File: src/rtl/bcjx_pkg.sv
`default_nettype none
package bcjx_pkg;

    localparam int unsigned BYTE_W = 8;
    localparam int unsigned WORD_W = 32;
    localparam int unsigned WIN_LEN = 5;

    localparam logic [2:0] C_WIN_LAST = 3'd4;
    localparam logic [BYTE_W-1:0] C_OPC_MASK = 8'hFE;
    localparam logic [BYTE_W-1:0] C_OPC_CALL = 8'hE8;
    localparam logic [BYTE_W-1:0] C_MS_ONES = 8'hFF;
    localparam logic [BYTE_W-1:0] C_MS_ZERO = 8'h00;
    localparam logic [2:0] C_MASK3 = 3'h7;
    localparam logic [WORD_W-1:0] C_IP_OFFSET = 32'd5;
    localparam logic [WORD_W-1:0] C_LPOS_RESET = 32'hFFFF_FFFF;
    localparam logic [1:0] C_LAST_PASS = 2'd2;
    localparam logic [2:0] C_LEAVE_ONE = 3'd1;
    localparam logic [2:0] C_LEAVE_ALL = 3'd5;

    typedef struct packed {
        logic              sub;
        logic [WORD_W-1:0] a;
        logic [WORD_W-1:0] b;
    } t_alu_req;

    function automatic logic is_ms(input logic [BYTE_W-1:0] b);
        return (b == C_MS_ZERO) || (b == C_MS_ONES);
    endfunction

    function automatic logic allowed(input logic [2:0] m);
        logic r;
        case (m)
            3'd0, 3'd1, 3'd2, 3'd4: r = 1'b1;
            default:                r = 1'b0;
        endcase
        return r;
    endfunction

    function automatic logic [1:0] bitnum(input logic [2:0] m);
        logic [1:0] r;
        case (m)
            3'd0:       r = 2'd0;
            3'd1:       r = 2'd1;
            3'd2, 3'd3: r = 2'd2;
            default:    r = 2'd3;
        endcase
        return r;
    endfunction

    // low-bit mask flipped between passes, indexed by bitnum
    function automatic logic [WORD_W-1:0] flip_mask(input logic [1:0] bn);
        logic [WORD_W-1:0] r;
        case (bn)
            2'd1:    r = 32'h00FF_FFFF;
            2'd2:    r = 32'h0000_FFFF;
            default: r = 32'h0000_00FF;
        endcase
        return r;
    endfunction

endpackage
`default_nettype wire

File: src/rtl/bcjx_if.sv
`default_nettype none
interface bcjx_in_if;
    import bcjx_pkg::*;
    logic              valid;
    logic              ready;
    logic [BYTE_W-1:0] in_byte;
    logic              in_last;
    modport source (output valid, output in_byte, output in_last, input ready);
    modport sink (input valid, input in_byte, input in_last, output ready);
endinterface

interface bcjx_out_if;
    import bcjx_pkg::*;
    logic              valid;
    logic              ready;
    logic [BYTE_W-1:0] out_byte;
    logic              out_last;
    modport source (output valid, output out_byte, output out_last, input ready);
    modport sink (input valid, input out_byte, input out_last, output ready);
endinterface

interface bcjx_cfg_if;
    logic valid;
    logic ready;
    logic encode_mode;
    modport source (output valid, output encode_mode, input ready);
    modport sink (input valid, input encode_mode, output ready);
endinterface
`default_nettype wire

File: src/rtl/bcjx_alu.sv
`default_nettype none
module bcjx_alu (
    input  var bcjx_pkg::t_alu_req          i_req,
    output logic [bcjx_pkg::WORD_W-1:0]     o_sum
);
    import bcjx_pkg::*;

    logic [WORD_W-1:0] w_b;

    assign w_b   = i_req.sub ? ~i_req.b : i_req.b;
    assign o_sum = i_req.a + w_b + {{(WORD_W-1){1'b0}}, i_req.sub};

endmodule
`default_nettype wire

File: src/rtl/x86_branch_address_filter.sv
// Flow: bytes are taken only in idle until the window fills; a full window is examined for an E8/E9 opcode.
// No opcode, or a vetoed or unconverted one: the first window byte is emitted and the window slides.
// Rewrite: one to three add/subtract passes, then all five window bytes are emitted; flush drains the rest.
// All arithmetic shares the single 32-bit adder; output goes through a one-byte output register.
// Reset (synchronous, active low) clears the stream state and sets encode mode.
`default_nettype none
module x86_branch_address_filter (
    input  wire        i_clk,
    input  wire        i_rst_n,
    bcjx_in_if.sink    i_in,
    bcjx_out_if.source o_out,
    bcjx_cfg_if.sink   i_cfg
);
    import bcjx_pkg::*;

    localparam logic [2:0] S_IDLE = 3'd0;
    localparam logic [2:0] S_EXAM = 3'd1;
    localparam logic [2:0] S_MASK = 3'd2;
    localparam logic [2:0] S_PASS = 3'd3;
    localparam logic [2:0] S_PCHK = 3'd4;
    localparam logic [2:0] S_EMIT = 3'd5;

    logic [2:0]        r_state, n_state;
    logic [BYTE_W-1:0] r_win [WIN_LEN];
    logic [BYTE_W-1:0] n_win [WIN_LEN];
    logic [2:0]        r_fill, n_fill;
    logic [WORD_W-1:0] r_pos, n_pos;
    logic [WORD_W-1:0] r_lpos, n_lpos;
    logic [2:0]        r_rmask, n_rmask;
    logic              r_mode;
    logic              r_ovalid, n_ovalid;
    logic [BYTE_W-1:0] r_obyte, n_obyte;
    logic              r_olast, n_olast;
    logic              r_last, n_last;
    logic [2:0]        r_cnt, n_cnt;
    logic [2:0]        r_mask, n_mask;
    logic [1:0]        r_pass, n_pass;
    logic [WORD_W-1:0] r_acc, n_acc;
    logic [WORD_W-1:0] r_k, n_k;
    logic [WORD_W-1:0] r_src, n_src;

    t_alu_req          w_req;
    logic [WORD_W-1:0] w_sum;
    logic              w_in_xfer;
    logic              w_near;
    logic [2:0]        w_mshift;
    logic [2:0]        w_m;
    logic [2:0]        w_vidx;
    logic              w_veto;
    logic [1:0]        w_pbn;
    logic [BYTE_W-1:0] w_pbyte;
    logic              w_done;

    bcjx_alu u_alu (
        .i_req (w_req),
        .o_sum (w_sum)
    );

    assign i_in.ready     = (r_state == S_IDLE);
    assign w_in_xfer      = i_in.valid && i_in.ready;
    assign i_cfg.ready    = 1'b1;
    assign o_out.valid    = r_ovalid;
    assign o_out.out_byte = r_obyte;
    assign o_out.out_last = r_olast;

    // recent-mask alignment to distance since last opcode
    always_comb begin
        w_near = (r_acc[WORD_W-1:2] == '0) && (r_acc[1:0] != 2'd0);
        case (r_acc[1:0])
            2'd1:    w_mshift = r_rmask;
            2'd2:    w_mshift = {r_rmask[1:0], 1'b0};
            2'd3:    w_mshift = {r_rmask[0], 2'b00};
            default: w_mshift = 3'd0;
        endcase
        w_m    = w_near ? (w_mshift & C_MASK3) : 3'd0;
        w_vidx = C_WIN_LAST - {1'b0, bitnum(w_m)};
        w_veto = (w_m != 3'd0) && (!allowed(w_m) || is_ms(r_win[w_vidx]));
        w_pbn  = bitnum(r_mask);
        case (w_pbn)
            2'd1:    w_pbyte = r_acc[23:16];
            2'd2:    w_pbyte = r_acc[15:8];
            default: w_pbyte = r_acc[7:0];
        endcase
    end

    always_comb begin
        n_state  = r_state;
        n_win    = r_win;
        n_fill   = r_fill;
        n_pos    = r_pos;
        n_lpos   = r_lpos;
        n_rmask  = r_rmask;
        n_ovalid = r_ovalid;
        n_obyte  = r_obyte;
        n_olast  = r_olast;
        n_last   = r_last;
        n_cnt    = r_cnt;
        n_mask   = r_mask;
        n_pass   = r_pass;
        n_acc    = r_acc;
        n_k      = r_k;
        n_src    = r_src;
        w_done   = 1'b0;
        w_req    = '{sub: 1'b0, a: r_pos, b: 32'd1};

        if (r_ovalid && o_out.ready) begin
            n_ovalid = 1'b0;
        end

        case (r_state)
            S_IDLE: begin
                if (w_in_xfer) begin
                    n_win[r_fill] = i_in.in_byte;
                    n_fill        = r_fill + 3'd1;
                    n_last        = i_in.in_last;
                    if (r_fill == C_WIN_LAST) begin
                        n_state = S_EXAM;
                    end else if (i_in.in_last) begin
                        n_state = S_EMIT;
                    end
                end
            end
            S_EXAM: begin
                w_req = '{sub: 1'b1, a: r_pos, b: r_lpos};
                if ((r_win[0] & C_OPC_MASK) != C_OPC_CALL) begin
                    n_cnt   = C_LEAVE_ONE;
                    n_state = S_EMIT;
                end else begin
                    n_acc   = w_sum;
                    n_state = S_MASK;
                end
            end
            S_MASK: begin
                w_req  = '{sub: 1'b0, a: r_pos, b: C_IP_OFFSET};
                n_lpos = r_pos;
                if (w_veto || !is_ms(r_win[4])) begin
                    n_rmask = {w_m[1:0], 1'b1};
                    n_cnt   = C_LEAVE_ONE;
                    n_state = S_EMIT;
                end else begin
                    n_mask  = w_m;
                    n_k     = w_sum;
                    n_src   = {r_win[4], r_win[3], r_win[2], r_win[1]};
                    n_pass  = 2'd0;
                    n_state = S_PASS;
                end
            end
            S_PASS: begin
                if (r_mode) begin
                    w_req = '{sub: 1'b0, a: r_k, b: r_src};
                end else begin
                    w_req = '{sub: 1'b1, a: r_src, b: r_k};
                end
                n_acc   = w_sum;
                n_state = S_PCHK;
            end
            S_PCHK: begin
                if ((r_mask == 3'd0) || !is_ms(w_pbyte) || (r_pass == C_LAST_PASS)) begin
                    n_win[4] = r_acc[24] ? C_MS_ONES : C_MS_ZERO;
                    n_win[3] = r_acc[23:16];
                    n_win[2] = r_acc[15:8];
                    n_win[1] = r_acc[7:0];
                    n_rmask  = r_mask;
                    n_cnt    = C_LEAVE_ALL;
                    n_state  = S_EMIT;
                end else begin
                    n_src   = r_acc ^ flip_mask(w_pbn);
                    n_pass  = r_pass + 2'd1;
                    n_state = S_PASS;
                end
            end
            S_EMIT: begin
                if (!r_ovalid || o_out.ready) begin
                    n_ovalid = 1'b1;
                    n_obyte  = r_win[0];
                    n_olast  = r_last && (r_fill == 3'd1);
                    for (int i = 0; i < WIN_LEN - 1; i++) begin
                        n_win[i] = r_win[i+1];
                    end
                    n_win[WIN_LEN-1] = '0;
                    n_fill = r_fill - 3'd1;
                    n_pos  = w_sum;
                    n_cnt  = r_cnt - 3'd1;
                    w_done = r_last ? (r_fill == 3'd1) : (r_cnt == 3'd1);
                    if (w_done) begin
                        n_state = S_IDLE;
                        if (r_last) begin
                            for (int i = 0; i < WIN_LEN; i++) begin
                                n_win[i] = '0;
                            end
                            n_fill  = 3'd0;
                            n_pos   = '0;
                            n_rmask = 3'd0;
                            n_lpos  = C_LPOS_RESET;
                            n_last  = 1'b0;
                        end
                    end
                end
            end
            default: begin
                n_state = S_IDLE;
            end
        endcase
    end

    always_ff @(posedge i_clk) begin
        if (!i_rst_n) begin
            r_state  <= S_IDLE;
            r_fill   <= 3'd0;
            r_pos    <= '0;
            r_lpos   <= C_LPOS_RESET;
            r_rmask  <= 3'd0;
            r_ovalid <= 1'b0;
            r_last   <= 1'b0;
            r_mode   <= 1'b1;
            for (int i = 0; i < WIN_LEN; i++) begin
                r_win[i] <= '0;
            end
        end else begin
            r_state  <= n_state;
            r_fill   <= n_fill;
            r_pos    <= n_pos;
            r_lpos   <= n_lpos;
            r_rmask  <= n_rmask;
            r_ovalid <= n_ovalid;
            r_last   <= n_last;
            r_win    <= n_win;
            if (i_cfg.valid && i_cfg.ready) begin
                r_mode <= i_cfg.encode_mode;
            end
        end
    end

    always_ff @(posedge i_clk) begin
        r_obyte <= n_obyte;
        r_olast <= n_olast;
        r_cnt   <= n_cnt;
        r_mask  <= n_mask;
        r_pass  <= n_pass;
        r_acc   <= n_acc;
        r_k     <= n_k;
        r_src   <= n_src;
    end

    a_fill_range: assert property (@(posedge i_clk) disable iff (!i_rst_n)
        r_fill <= C_LEAVE_ALL)
        else $error("window fill out of range");

    a_idle_not_full: assert property (@(posedge i_clk) disable iff (!i_rst_n)
        (r_state == S_IDLE) |-> (r_fill < C_LEAVE_ALL))
        else $error("idle with a full window");

    a_exam_full: assert property (@(posedge i_clk) disable iff (!i_rst_n)
        ((r_state == S_EXAM) || (r_state == S_MASK)) |-> (r_fill == C_LEAVE_ALL))
        else $error("examine without a full window");

    a_emit_nonempty: assert property (@(posedge i_clk) disable iff (!i_rst_n)
        (r_state == S_EMIT) |-> (r_fill != 3'd0))
        else $error("emit from empty window");

    a_pass_bound: assert property (@(posedge i_clk) disable iff (!i_rst_n)
        (r_state == S_PCHK) |-> (r_pass <= C_LAST_PASS))
        else $error("too many conversion passes");

    a_flush_clears: assert property (@(posedge i_clk) disable iff (!i_rst_n)
        (r_state == S_EMIT && r_last && r_fill == 3'd1 && (!r_ovalid || o_out.ready))
        |=> (r_fill == 3'd0 && r_pos == '0 && r_lpos == C_LPOS_RESET))
        else $error("stream state not cleared after flush");

endmodule
`default_nettype wire
File: src/flat_wrapper.sv
// flat-port wrapper written by rule: the top's interface ports become plain ports
module x86_branch_address_filter_flat import bcjx_pkg::*;
  (i_clk, i_rst_n, i_in_valid, i_in_in_byte, i_in_in_last, i_in_ready, o_out_valid, o_out_out_byte, o_out_out_last, o_out_ready, i_cfg_valid, i_cfg_encode_mode, i_cfg_ready);
  bcjx_in_if i_in_i ();
  bcjx_out_if o_out_i ();
  bcjx_cfg_if i_cfg_i ();
  input  wire i_clk;
  input  wire i_rst_n;
  input wire logic [$bits(i_in_i.valid)-1:0] i_in_valid;
  input wire logic [$bits(i_in_i.in_byte)-1:0] i_in_in_byte;
  input wire logic [$bits(i_in_i.in_last)-1:0] i_in_in_last;
  output wire logic [$bits(i_in_i.ready)-1:0] i_in_ready;
  output wire logic [$bits(o_out_i.valid)-1:0] o_out_valid;
  output wire logic [$bits(o_out_i.out_byte)-1:0] o_out_out_byte;
  output wire logic [$bits(o_out_i.out_last)-1:0] o_out_out_last;
  input wire logic [$bits(o_out_i.ready)-1:0] o_out_ready;
  input wire logic [$bits(i_cfg_i.valid)-1:0] i_cfg_valid;
  input wire logic [$bits(i_cfg_i.encode_mode)-1:0] i_cfg_encode_mode;
  output wire logic [$bits(i_cfg_i.ready)-1:0] i_cfg_ready;
  assign i_in_i.valid = i_in_valid;
  assign i_in_i.in_byte = i_in_in_byte;
  assign i_in_i.in_last = i_in_in_last;
  assign i_in_ready = i_in_i.ready;
  assign o_out_valid = o_out_i.valid;
  assign o_out_out_byte = o_out_i.out_byte;
  assign o_out_out_last = o_out_i.out_last;
  assign o_out_i.ready = o_out_ready;
  assign i_cfg_i.valid = i_cfg_valid;
  assign i_cfg_i.encode_mode = i_cfg_encode_mode;
  assign i_cfg_ready = i_cfg_i.ready;
  x86_branch_address_filter u_core (.i_clk(i_clk), .i_rst_n(i_rst_n), .i_in(i_in_i), .o_out(o_out_i), .i_cfg(i_cfg_i));
endmodule
File: config.mk
export PLATFORM = sky130hd
export DESIGN_NAME = x86_branch_address_filter_flat
export DESIGN_NICKNAME = d
export VERILOG_FILES = /design/src/rtl/bcjx_pkg.sv /design/src/rtl/bcjx_if.sv /design/src/rtl/bcjx_alu.sv /design/src/rtl/x86_branch_address_filter.sv /design/src/flat_wrapper.sv
export SDC_FILE = /design/constraint.sdc
export NUM_CORES = 1
export LEC_CHECK = 0
export BUFFER_PORTS_ARGS = -buffer_cell sky130_fd_sc_hd__buf_2
export CAP_MARGIN = 10
export CORE_UTILIZATION = 55
export DETAILED_ROUTE_END_ITERATION = 12
export PLACE_DENSITY = 0.7
export SETUP_SLACK_MARGIN = 0.02
export SKIP_CTS_REPAIR_TIMING = 1
export SLEW_MARGIN = 20
export SYNTH_ARGS = -nofsm -noshare
export SYNTH_HDL_FRONTEND = slang
export SYNTH_SLANG_ARGS = --single-unit
File: constraint.sdc
create_clock -name i_clk -period 4.69 [get_ports i_clk]
set_clock_uncertainty 0.2 [all_clocks]
set_input_delay 0.938 -clock i_clk [delete_from_list [all_inputs] [get_ports i_clk]]
set_output_delay 0.938 -clock i_clk [all_outputs]
set_load 0.02 [all_outputs]
==> metrics.cfg, run 1 <==
[logic_synthesis]
ys.flop_type = dfxtp_1
yosysMostFrequentCell = nor2_1
synthTopCellsByArea = edfxtp_1, dfxtp_1, nor2_1
synth_area_mm2 = 0.0128
syn_inst = 1437
yosysTopAreaCell = edfxtp_1
ys_seq_area_share_pct = 44.7
synthTopCellsByCount = nor2_1, o21ai_0, nand2_1
ys_seq_elements = 229
synth.avg_cell_area_um2 = 8.91
yosys.area.top_type_share_pct = 26.5
yosys_warnings = 0
synth_edf_count = 113
synth_cell_types = 78
async_flop_share_pct = 0
synthesis.nets = 1494

[setup_path]
reg2reg_slack_ns = 0.27
r2r_end = u_core.r_src[13]$_DFFE_PP_
endpoint_kind = register
arrival_ns = 4.50
worst_setup_path_start_kind = register
startpoint = u_core.r_acc[24]$_DFFE_PP_
critPathMaxFanout = 27
crit_type = reg2reg
crit_end = u_core.r_src[13]$_DFFE_PP_
crit-reg2reg-launch = u_core.r_acc[24]$_DFFE_PP_
worstPathRequired_ns = 4.77
reg2reg_depth = 14

[routing]
drt-initial-drc-count = 1091
drc = 0
wl_per_cell_um = 22.2
drt_wl_total_um = 38600
antenna_left = 0
dr.pass1.iters = 6
via_per_inst = 6.48
num_vias = 11300

[placement]
port_buffers = 25
hpwlAfterDp_um = 26600
gp_congestion = 0.944
place_inst = 1692

[sta]
hold_viol_final = 0
setup_tns_ns = 0
setup_viol = 0
rsz0062_at_grt = no
drv_slew = 0
max_freq_mhz = 226
period_share_pct = 94.2
slew_headroom_pct = 23.7
min_period_ns = 4.42
worstMarginPinSlew_ns = 1.14

[grt]
grt_overflow = 0
grt_antenna_before_repair = 0
grtUsageTotal_pct = 32.8
grt_pass1_vias = 10500
grt_pass1_wl_um = 60300
grt_max_degree = 75

[floorplan]
dieArea_mm2 = 0.0239
die_w_um = 155
fp.coreArea_mm2 = 0.0227
boundaryPins = 27
start_util_pct = 56.4
die_h_um = 155
fp-row-count = 55

[final_layout]
final_util_pct = 62.1
drive_above_1_share_pct = 9.76
final_nets = 1492
fin_cells = 1741
syn_to_final_growth_pct = 10.2

[clock_tree]
clock-sinks = 229
insertion_delay_ns = 0.55
cts_max_path_buffers = 3
cts_tree = done
cts_root_buffer = clkbuf_16
cts_buffers = 26
cts.clk_slew.worst_paths_ns = 0.06
ctsHtreeMaxLevel = 1

[pwr]
worst_ir_drop_vdd_mv = 0.304
p_leak_nw = 5.47
powerDensity_mw_per_mm2 = 477

[job]
max_cap_viol_count = 0

[hold_path]
holdCritPathClass = reg2reg

[status]
status = completed

## kinds of logic (layout without fill, tap and decap cells)
family | after synthesis | count (layout) | synth area share [%]
buf+inv | 128 | 146 | 4.41
fa+ha+maj | 43 | 43 | 4.24
flops | 229 | 229 | 44.7
mux | 49 | 49 | 3.85
simple gates | 490 | 490 | 16.9
other cells | 1 | 2 | 0.0293
xor+xnor | 49 | 49 | 3.35
compound gates | 448 | 448 | 22.5
## report_power, final
group | internal [mW] | leakage [nW] | switching [mW]
clock network | 1.26 | 0.421 | 0.823
registers | 2.50 | 1.93 | 0.387
logic | 0.591 | 3.12 | 1.17
total | 4.35 | 5.47 | 2.38
## routing by layer
metal	GRT usage [%]	up-vias	wire length, um	part of all wire (%)
li1	-	5280	-	-
met1	44.2	5415	16300	42
met2	53.7	492	17900	46
met3	4.46	95	3000	7.8
met4	12.5	0	1480	3.8
met5	0	-	0	0
## sequential cells by signal (all words and copies together) (netlist names)
name	cells
u_core.r_mask	3
u_core.r_acc	32
u_core.r_pos	32
u_core.r_win	40
u_core.r_k	32
u_core.r_last	1
u_core.r_state	3
u_core.r_fill	3
u_core.r_lpos	32
u_core.r_mode	1
u_core.o_out.out_last	1
u_core.o_out.out_byte	8
u_core.r_rmask	3
u_core.r_pass	2
u_core.o_out.valid	1
u_core.r_src	32
u_core.r_cnt	3
## layout by cell type (no fill, tap or decap), drive strengths merged, types with 4 or more instances in the layout
master  count
or2         4
nand2     141
nand4       8
nand2b     10
dfxtp     116
nor4       14
a22oi      24
ha         41
buf        63
bufinv      4
a311oi      7
a211oi     39
nor3       48
a22o       12
edfxtp    113
a31oi       8
o21a        6
a221oi     26
nand3      22
o21bai      5
a21oi     103
o221ai      4
and3        4
o22a        7
a21o       24
mux2i      47
nor2b       8
clkinv      9
xor2       15
o21ai     145
clkbuf     34
a221o       6
xnor2      34
nor2      214
a32oi       8
inv        35
## worst min-delay path by stage
stage | from | endpoint | slack (ns) | cells past startpoint
2_1_floorplan | u_core.r_win[32]$_SDFFE_PN0P_ | u_core.o_out.out_byte[0]$_DFFE_PP_ | 0.23 | 0
4_1_cts | u_core.r_win[32]$_SDFFE_PN0P_ | u_core.o_out.out_byte[0]$_DFFE_PP_ | 0.31 | 0
3_5_place_dp | u_core.r_win[32]$_SDFFE_PN0P_ | u_core.o_out.out_byte[0]$_DFFE_PP_ | 0.29 | 0
3_3_place_gp | u_core.r_win[32]$_SDFFE_PN0P_ | u_core.o_out.out_byte[0]$_DFFE_PP_ | 0.28 | 0
6_report | u_core.o_out.valid$_SDFF_PN0_ | u_core.o_out.valid$_SDFF_PN0_ | 0.31 | 2
5_1_grt | u_core.r_win[32]$_SDFFE_PN0P_ | u_core.o_out.out_byte[0]$_DFFE_PP_ | 0.31 | 0
## metrics by stage
stage	instance area, um2	hold slack (ns)	total power, mW	setup slack (ns)
after floorplan	12800	0.230	3.95	0.107
after CTS	14100	0.307	6.70	0.115
after detailed placement	13200	0.287	4.62	0.164
after global placement	13200	0.282	4.61	0.270
after global routing	14100	0.313	7.03	0.0256
final	14100	0.310	6.73	0.271
## area by class of cell
type,instances,area (um2)
timing repair buffer,63,460
fill,1965,8610
multi-input combinational,1080,6560
antenna,1,2.50
clock buffer,34,691
sequential,229,5720
tap,285,357
inverter,35,131
clock inverter,14,179
## worst max-delay path: stages (launching register included)
cell      delay (ns)
edfxtp_1        0.43
nor4_2          0.32
nand4_1         0.20
or3_4           0.46
a21oi_2         0.18
nor2_1          0.07
ha_1            0.34
or2b_2          0.41
o22a_1          0.28
a222oi_1        0.37
nand4_1         0.21
nand2_1         0.11
nand2_1         0.09
and3_2          0.28
buf_12          0.17
(Power assumes the default switching activity.)
==> run 2: changes to the inputs <==
--- a/config.mk
+++ b/config.mk
@@ -7,10 +7,12 @@
 export LEC_CHECK = 0
 export BUFFER_PORTS_ARGS = -buffer_cell sky130_fd_sc_hd__buf_2
 export CAP_MARGIN = 10
-export CORE_UTILIZATION = 55
+export CELL_PAD_IN_SITES_DETAIL_PLACEMENT = 1
+export CELL_PAD_IN_SITES_GLOBAL_PLACEMENT = 2
+export CORE_UTILIZATION = 36
 export DETAILED_ROUTE_END_ITERATION = 12
-export PLACE_DENSITY = 0.7
-export SETUP_SLACK_MARGIN = 0.02
+export PLACE_DENSITY = 0.72
+export SETUP_SLACK_MARGIN = 0.05
 export SKIP_CTS_REPAIR_TIMING = 1
 export SLEW_MARGIN = 20
 export SYNTH_ARGS = -nofsm -noshare
==> run 2 against run 1 <==
Net effect:
- maximum frequency decreased by 0.74%
- clock-buffer cell count grew 1
- sequential share of layout area fell by 1.5 points
- sequential cell count unchanged
- sequential power hardly changed
- die area increased by 52%
- final cell count up 11%
- register-to-register slack lost 0.03 ns
- first-iteration DRC count down 30%
- non-clock buffer count increased by 20
- critical path type unchanged
- largest cell class unchanged
- largest power group unchanged
==> metrics.cfg, run 2 (synthesized netlist as in run 1, its figures left out) <==
[final_layout]
layout_common_cells = nor2_1, o21ai_0, nand2_1
multiInputGateArea_mm2 = 0.00662  ; +0.92%
fin_cells = 1936  ; +11%
register_area_mm2 = 0.00572  ; unchanged
nFillCells = 3968  ; +100%
antenna_cells = 0  ; -1
final_util_pct = 42.1  ; -20 points
largest_register_ffs = 40  ; unchanged
drive_above_1_share_pct = 12.0  ; +2.3 points
layout.cells.most_common = nor2_1
stdcell_area_mm2 = 0.0146  ; +3.8%
final_nets = 1515  ; +1.5%
syn_to_final_growth_pct = 14.4
largest_register = u_core.r_win

[sta]
holdWs_ns = 0.313  ; +0.00263 ns
worstMarginPinSlew_ns = 1.08  ; -0.0616 ns
setup_tns_ns = 0  ; unchanged
max_freq_mhz = 225  ; -0.74%
min_period_ns = 4.45  ; +0.0328 ns
rsz0062_at_grt = yes
slew_headroom_pct = 27.8  ; +4.1 points
period_share_pct = 94.9  ; +0.70 points
drv_slew = 0  ; unchanged
hold_viol_final = 0  ; unchanged
setup_ws_ns = 0.238  ; -0.0328 ns
setup_viol = 0  ; unchanged

[clock_tree]
cts_buffers = 29  ; +12%
clock-sinks = 229  ; unchanged
insertion_delay_ns = 0.58  ; +0.03 ns
cts_root_buffer = clkbuf_16
cts.clk_slew.worst_paths_ns = 0.06  ; about the same
ctsHtreeMaxLevel = 1  ; unchanged
cts_tree = done
cts_max_path_buffers = 3  ; unchanged

[setup_path]
arrival_ns = 4.54  ; +0.04 ns
crit-reg2reg-launch = u_core.r_acc[20]$_DFFE_PP_
crit_end = u_core.r_src[26]$_DFFE_PP_
worstPathRequired_ns = 4.78  ; about the same
crit_type = reg2reg
endpoint_kind = register
reg2reg_slack_ns = 0.24  ; -0.03 ns
reg2reg_depth = 14  ; unchanged
startpoint = u_core.r_acc[20]$_DFFE_PP_
critPathMaxFanout = 34  ; +26%
r2r_end = u_core.r_src[26]$_DFFE_PP_
worst_setup_path_start_kind = register

[placement]
preCtsSetupSlack_ns = 0.0510  ; -0.113 ns
port_buffers = 25  ; unchanged
place_inst = 1878  ; +11%
hpwlAfterDp_um = 32400  ; +22%
gp_congestion = 0.905  ; -4.2%
place_area_mm2 = 0.0135  ; +2.4%

[grt]
grtUsageTotal_pct = 25.7  ; -7.1 points
grt_overflow = 0  ; unchanged
grt_pass1_vias = 11400  ; +8.1%
grt_pass1_wl_um = 70500  ; +17%
grt_antenna_before_repair = 2  ; +2
grt_max_degree = 36  ; -52%

[pwr]
power_frac_clock_pct = 32.6  ; +1.7 points
p_seq_share_pct = 41.3  ; -1.6 points
comb_power_share_pct = 26.1  ; about the same
p_int_mw = 4.48  ; +3.1%
powerDensity_mw_per_mm2 = 483  ; +1.2%
p_sw_mw = 2.59  ; +8.7%
power.total_mw = 7.07  ; +5.1%
worst_ir_drop_vdd_mv = 0.336  ; +10%
p_leak_nw = 5.63  ; +2.9%
p_sw_share_pct = 36.6  ; +1.2 points

[routing]
antenna_left = 0  ; unchanged
drc = 0  ; unchanged
drt_wl_total_um = 46100  ; +19%
drt-initial-drc-count = 761  ; -30%
wl_per_cell_um = 23.8  ; +7.5%
via_per_inst = 5.81  ; -10%
dr.pass1.iters = 4  ; -2
num_vias = 11200  ; -0.38%

[floorplan]
dieArea_mm2 = 0.0363  ; +52%
die_h_um = 191  ; +23%
fp.coreArea_mm2 = 0.0348  ; +53%
start_util_pct = 36.8  ; -20 points
fp-row-count = 68  ; +24%
boundaryPins = 27  ; unchanged
die_w_um = 191  ; +23%

[hold_path]
holdCritPathClass = reg2reg

[job]
max_cap_viol_count = 0  ; unchanged

[status]
status = completed

run 2: changes by cell type in the layout (fill, tap and decap cells not counted), sizes merged:
cell	before	now
clkinvlp	1	3
diode	1	0
clkinv	9	12
buf	63	82
clkbuf	34	36
run 2: how the worst min path moves through the flow:
stage	slack [ns]	to	from	cells after the start
4_1_cts	0.32	u_core.r_pos[27]$_SDFFE_PN0P_	u_core.r_pos[27]$_SDFFE_PN0P_	1
5_1_grt	0.33	u_core.r_pos[25]$_SDFFE_PN0P_	u_core.r_pos[25]$_SDFFE_PN0P_	1
6_report	0.31	u_core.r_pos[25]$_SDFFE_PN0P_	u_core.r_pos[25]$_SDFFE_PN0P_	1
2_1_floorplan	0.23	u_core.o_out.out_byte[0]$_DFFE_PP_	u_core.r_win[32]$_SDFFE_PN0P_	0
3_3_place_gp	0.30	u_core.r_pos[30]$_SDFFE_PN0P_	u_core.r_pos[30]$_SDFFE_PN0P_	1
3_5_place_dp	0.30	u_core.r_pos[26]$_SDFFE_PN0P_	u_core.r_pos[26]$_SDFFE_PN0P_	1
run 2: routing by layer:
layer | vias to the layer above | track usage (%) | part of all wire, %
met4 | 4 | 7.45 | 2.8
met5 | - | 0 | 0.039
met1 | 5638 | 36.1 | 47
met2 | 226 | 40.3 | 45
li1 | 5297 | - | -
met3 | 74 | 4.42 | 5.1
run 2: layout make-up:
type,instances,area share (%)
Clock inverter,19,1.41
Multi-Input combinational cell,1080,45.3
Clock buffer,35,5.18
Sequential cell,229,39.1
Inverter,35,0.923
Tap cell,455,3.89
Timing Repair Buffer,83,4.26
run 2: power by group through the flow:
stage               Sequential [mW]  Combinational [mW]  Clock (mW)
floorplan                      2.74                1.21           0
global placement               2.93                1.81           0
detailed placement             2.94                1.83           0
CTS                            2.91                1.84        2.36
global route                   2.95                2.04        2.43
finish                         2.92                1.85        2.31
run 2: critical path, cell delays in order (launching register included):
cell      delay (ns)
edfxtp_1        0.46
nor4_2          0.35
nand2_1         0.20
or3_4           0.45
a21oi_2         0.15
nor2_1          0.09
ha_1            0.35
or2b_4          0.34
o22a_1          0.25
a222oi_1        0.37
nand4_1         0.25
nand2_1         0.14
nand2_1         0.09
and3_2          0.26
buf_12          0.17
==> run 3: changes to the inputs <==
--- a/config.mk
+++ b/config.mk
@@ -9,12 +9,13 @@
 export CAP_MARGIN = 10
 export CELL_PAD_IN_SITES_DETAIL_PLACEMENT = 1
 export CELL_PAD_IN_SITES_GLOBAL_PLACEMENT = 2
-export CORE_UTILIZATION = 36
+export CORE_UTILIZATION = 37
 export DETAILED_ROUTE_END_ITERATION = 12
-export PLACE_DENSITY = 0.72
+export PLACE_DENSITY = 0.73
 export SETUP_SLACK_MARGIN = 0.05
 export SKIP_CTS_REPAIR_TIMING = 1
 export SLEW_MARGIN = 20
 export SYNTH_ARGS = -nofsm -noshare
 export SYNTH_HDL_FRONTEND = slang
+export SYNTH_HIERARCHICAL = 1
 export SYNTH_SLANG_ARGS = --single-unit
==> run 3 against run 2 <==
Net effect:
- design area up 8.7%
- die area up 2.6%
- first-iteration DRC count up 14%
- worst setup slack worse by 0.15 ns
- maximum frequency down 3.2%
- core utilization up 2.5 points
- clock-buffer cell count down 2
- sequential cell count unchanged
- synthesized area up 5.5%
- synthesized cell count up 1.0%
- routed wire length up 6.6%
==> metrics.cfg, run 3 <==
[setup_path]
reg2reg_slack_ns = 0.09  ; -0.15 ns
endpoint_kind = register
arrival_ns = 4.72  ; +0.18 ns
worstPathRequired_ns = 4.81  ; +0.03 ns
critPathMaxFanout = 11  ; -68%
r2r_end = u_core/r_mask[0]$_DFFE_PP_
crit_type = reg2reg
reg2reg_depth = 14  ; unchanged
worst_setup_path_start_kind = register
crit-reg2reg-launch = u_core/r_acc[4]$_DFFE_PP_

[floorplan]
boundaryPins = 27  ; unchanged
fp.coreArea_mm2 = 0.0357  ; +2.7%
start_util_pct = 37.8  ; +1.0 points
die_w_um = 193  ; +1.3%
die_h_um = 193  ; +1.3%
fp-row-count = 69  ; +1.5%
dieArea_mm2 = 0.0373  ; +2.6%

[final_layout]
drive_above_1_share_pct = 14.8  ; +2.8 points
layout.cells.most_common = nand2_1
largest_register_ffs = 40  ; unchanged
layout_common_cells = nand2_1, o21ai_0, dfxtp_1
largest_register = u_core/r_win
final_nets = 1558  ; +2.8%
final_util_pct = 44.5  ; +2.5 points
syn_to_final_growth_pct = 17.8
antenna_cells = 0  ; unchanged

[pwr]
comb_power_share_pct = 41.7  ; +16 points
p_seq_share_pct = 31.8  ; -9.5 points
power.total_mw = 9.19  ; +30%
worst_ir_drop_vdd_mv = 0.298  ; -11%
powerDensity_mw_per_mm2 = 578  ; +20%
p_sw_mw = 3.80  ; +47%
power_frac_clock_pct = 26.5  ; -6.1 points
p_sw_share_pct = 41.3  ; +4.8 points
p_int_mw = 5.39  ; +20%
p_leak_nw = 6.59  ; +17%

[logic_synthesis]
synth_cell_types = 85  ; +9.0%
async_flop_share_pct = 0  ; unchanged
synth.avg_cell_area_um2 = 9.30  ; +4.4%
syn_inst = 1452  ; +1.0%
ys_seq_area_share_pct = 42.3  ; -2.3 points
yosys.area.top_type_share_pct = 25.1  ; -1.4 points
synthTopCellsByArea = edfxtp_1, dfxtp_1, mux2i_1
synth_area_mm2 = 0.0135  ; +5.5%
yosys_warnings = 6  ; +6
ys.flop_type = dfxtp_1
synth_edf_count = 113  ; unchanged
synthTopCellsByCount = nand2_1, o21ai_0, dfxtp_1
yosysMostFrequentCell = nand2_1
synthesis.nets = 1512  ; +1.2%
yosysTopAreaCell = edfxtp_1
ys_seq_elements = 229  ; unchanged

[clock_tree]
clock-sinks = 229  ; unchanged
ctsHtreeMaxLevel = 1  ; unchanged
cts.clk_slew.worst_paths_ns = 0.06  ; about the same
cts_buffers = 28  ; -3.4%
insertion_delay_ns = 0.56  ; -0.02 ns
cts_root_buffer = clkbuf_16
cts_max_path_buffers = 3  ; unchanged
cts_tree = done

[placement]
hpwlAfterDp_um = 35200  ; +8.6%
preCtsSetupSlack_ns = -0.111  ; -0.162 ns
port_buffers = 25  ; unchanged
gp_congestion = 0.852  ; -5.8%

[sta]
hold_viol_final = 0  ; unchanged
rsz0062_at_grt = yes
setup_tns_ns = 0  ; unchanged
drv_slew = 0  ; unchanged
max_freq_mhz = 217  ; -3.2%
setup_ws_ns = 0.0911  ; -0.147 ns
holdWs_ns = 0.313  ; +0.000148 ns
period_share_pct = 98.1  ; +3.1 points
setup_viol = 0  ; unchanged
slew_headroom_pct = 33.7  ; +5.9 points
min_period_ns = 4.60  ; +0.147 ns
worstMarginPinSlew_ns = 0.992  ; -0.0905 ns

[routing]
wl_per_cell_um = 24.8  ; +4.2%
dr.pass1.iters = 5  ; +1
via_per_inst = 5.99  ; +3.3%
drc = 0  ; unchanged
antenna_left = 0  ; unchanged
num_vias = 11900  ; +5.7%
drt-initial-drc-count = 870  ; +14%
drt_wl_total_um = 49200  ; +6.6%

[grt]
grt_util_met2_pct = 43.1  ; +2.8 points
use_met3_pct = 3.20  ; -1.2 points
grt_antenna_before_repair = 1  ; -1
grt_overflow = 0  ; unchanged
grtUsageTotal_pct = 26.4  ; +0.67 points
grt_pass1_vias = 11800  ; +4.1%
grt_max_degree = 78  ; +120%
busiest_layer = met2
grt_pass1_wl_um = 73500  ; +4.2%
grt_use_met1_pct = 36.7  ; +0.59 points

[hold_path]
holdPathEnd = u_core/o_out.out_byte[3]$_DFFE_PP_
hold_start = u_core/r_win[35]$_SDFFE_PN0P_
holdCritPathClass = reg2reg
hold_depth = 0  ; -1

[status]
status = completed

[job]
max_cap_viol_count = 0  ; unchanged

==> run 3: cell count changes after synthesis, sizes merged, moves of 15 or more <==
cell and delta:
o211a +38, a211oi -28, nand2 +51, a21oi -35, a221oi -15, nor2 -119
a22oi +19, a21o -15, a222oi +23, xor2 +39, nor2b +42, mux2i +39
==> run 3: worst max path at each step <==
stage                                    start                            end  slack [ns]  cells past startpoint
global route         u_core/r_acc[4]$_DFFE_PP_     u_core/r_mask[0]$_DFFE_PP_       -0.04                     14
finish               u_core/r_acc[4]$_DFFE_PP_     u_core/r_mask[0]$_DFFE_PP_        0.09                     14
global placement     u_core/r_acc[4]$_DFFE_PP_       u_core/r_k[18]$_DFFE_PP_       -0.06                     16
floorplan           u_core/r_acc[12]$_DFFE_PP_  u_core/r_cnt[0]$_SDFFCE_PP1P_       -0.13                     16
detailed placement  u_core/r_acc[12]$_DFFE_PP_       u_core/r_k[16]$_DFFE_PP_       -0.11                     16
CTS                  u_core/r_acc[4]$_DFFE_PP_        u_core/r_k[0]$_DFFE_PP_       -0.15                     15
==> run 3: metal layers <==
layer	share of wire (%)	vias to the layer above
met5	0	-
met4	2.5	0
met3	4.8	75
met2	46	287
met1	47	6038
li1	-	5476
==> run 3: area by class of cell <==
type | instances | area [um2]
Clock buffer | 33 | 761
Multi-Input combinational cell | 1100 | 7530
Fill cell | 4078 | 19800
Timing Repair Buffer | 113 | 946
Sequential cell | 229 | 5720
Clock inverter | 19 | 273
Tap cell | 461 | 577
Inverter | 26 | 97.6
==> run 3: logic make-up after synthesis <==
logic type / synth area share (%)
other cells: 0.0278
fa+ha+maj: 4.30
buf+inv: 3.55
xor+xnor: 5.12
mux: 6.72
flops: 42.3
simple gates: 16.2
compound gates: 21.8
==> run 3: worst max-delay path, stage by stage, from the launching register on <==
cell and delay [ns]:
edfxtp_1 0.37, or4_1 0.53, or4_4 0.52, or3_4 0.40, a21oi_4 0.14, nor2_2 0.06, ha_4 0.25, buf_6 0.14
or2_2 0.35, o22ai_2 0.24, nand4b_1 0.19, a2111oi_4 0.49, buf_4 0.21, nor2_4 0.07, clkbuf_16 0.19
==> run 3: metrics by stage <==
stage | instance area (um2) | cells
after detailed placement | 14700 | 1923
after floorplan | 13600 | 1452
after global routing | 15900 | 1981
after global placement | 14700 | 1923
after CTS | 15700 | 1975
final | 15900 | 1981
==> run 3: power groups by stage <==
stage | clock network [mW] | logic, mW | registers (mW)
floorplan | 0 | 2.45 | 2.77
global placement | 0 | 3.71 | 2.95
detailed placement | 0 | 3.73 | 2.95
CTS | 2.49 | 3.77 | 2.91
global route | 2.55 | 4.15 | 2.93
finish | 2.44 | 3.83 | 2.92
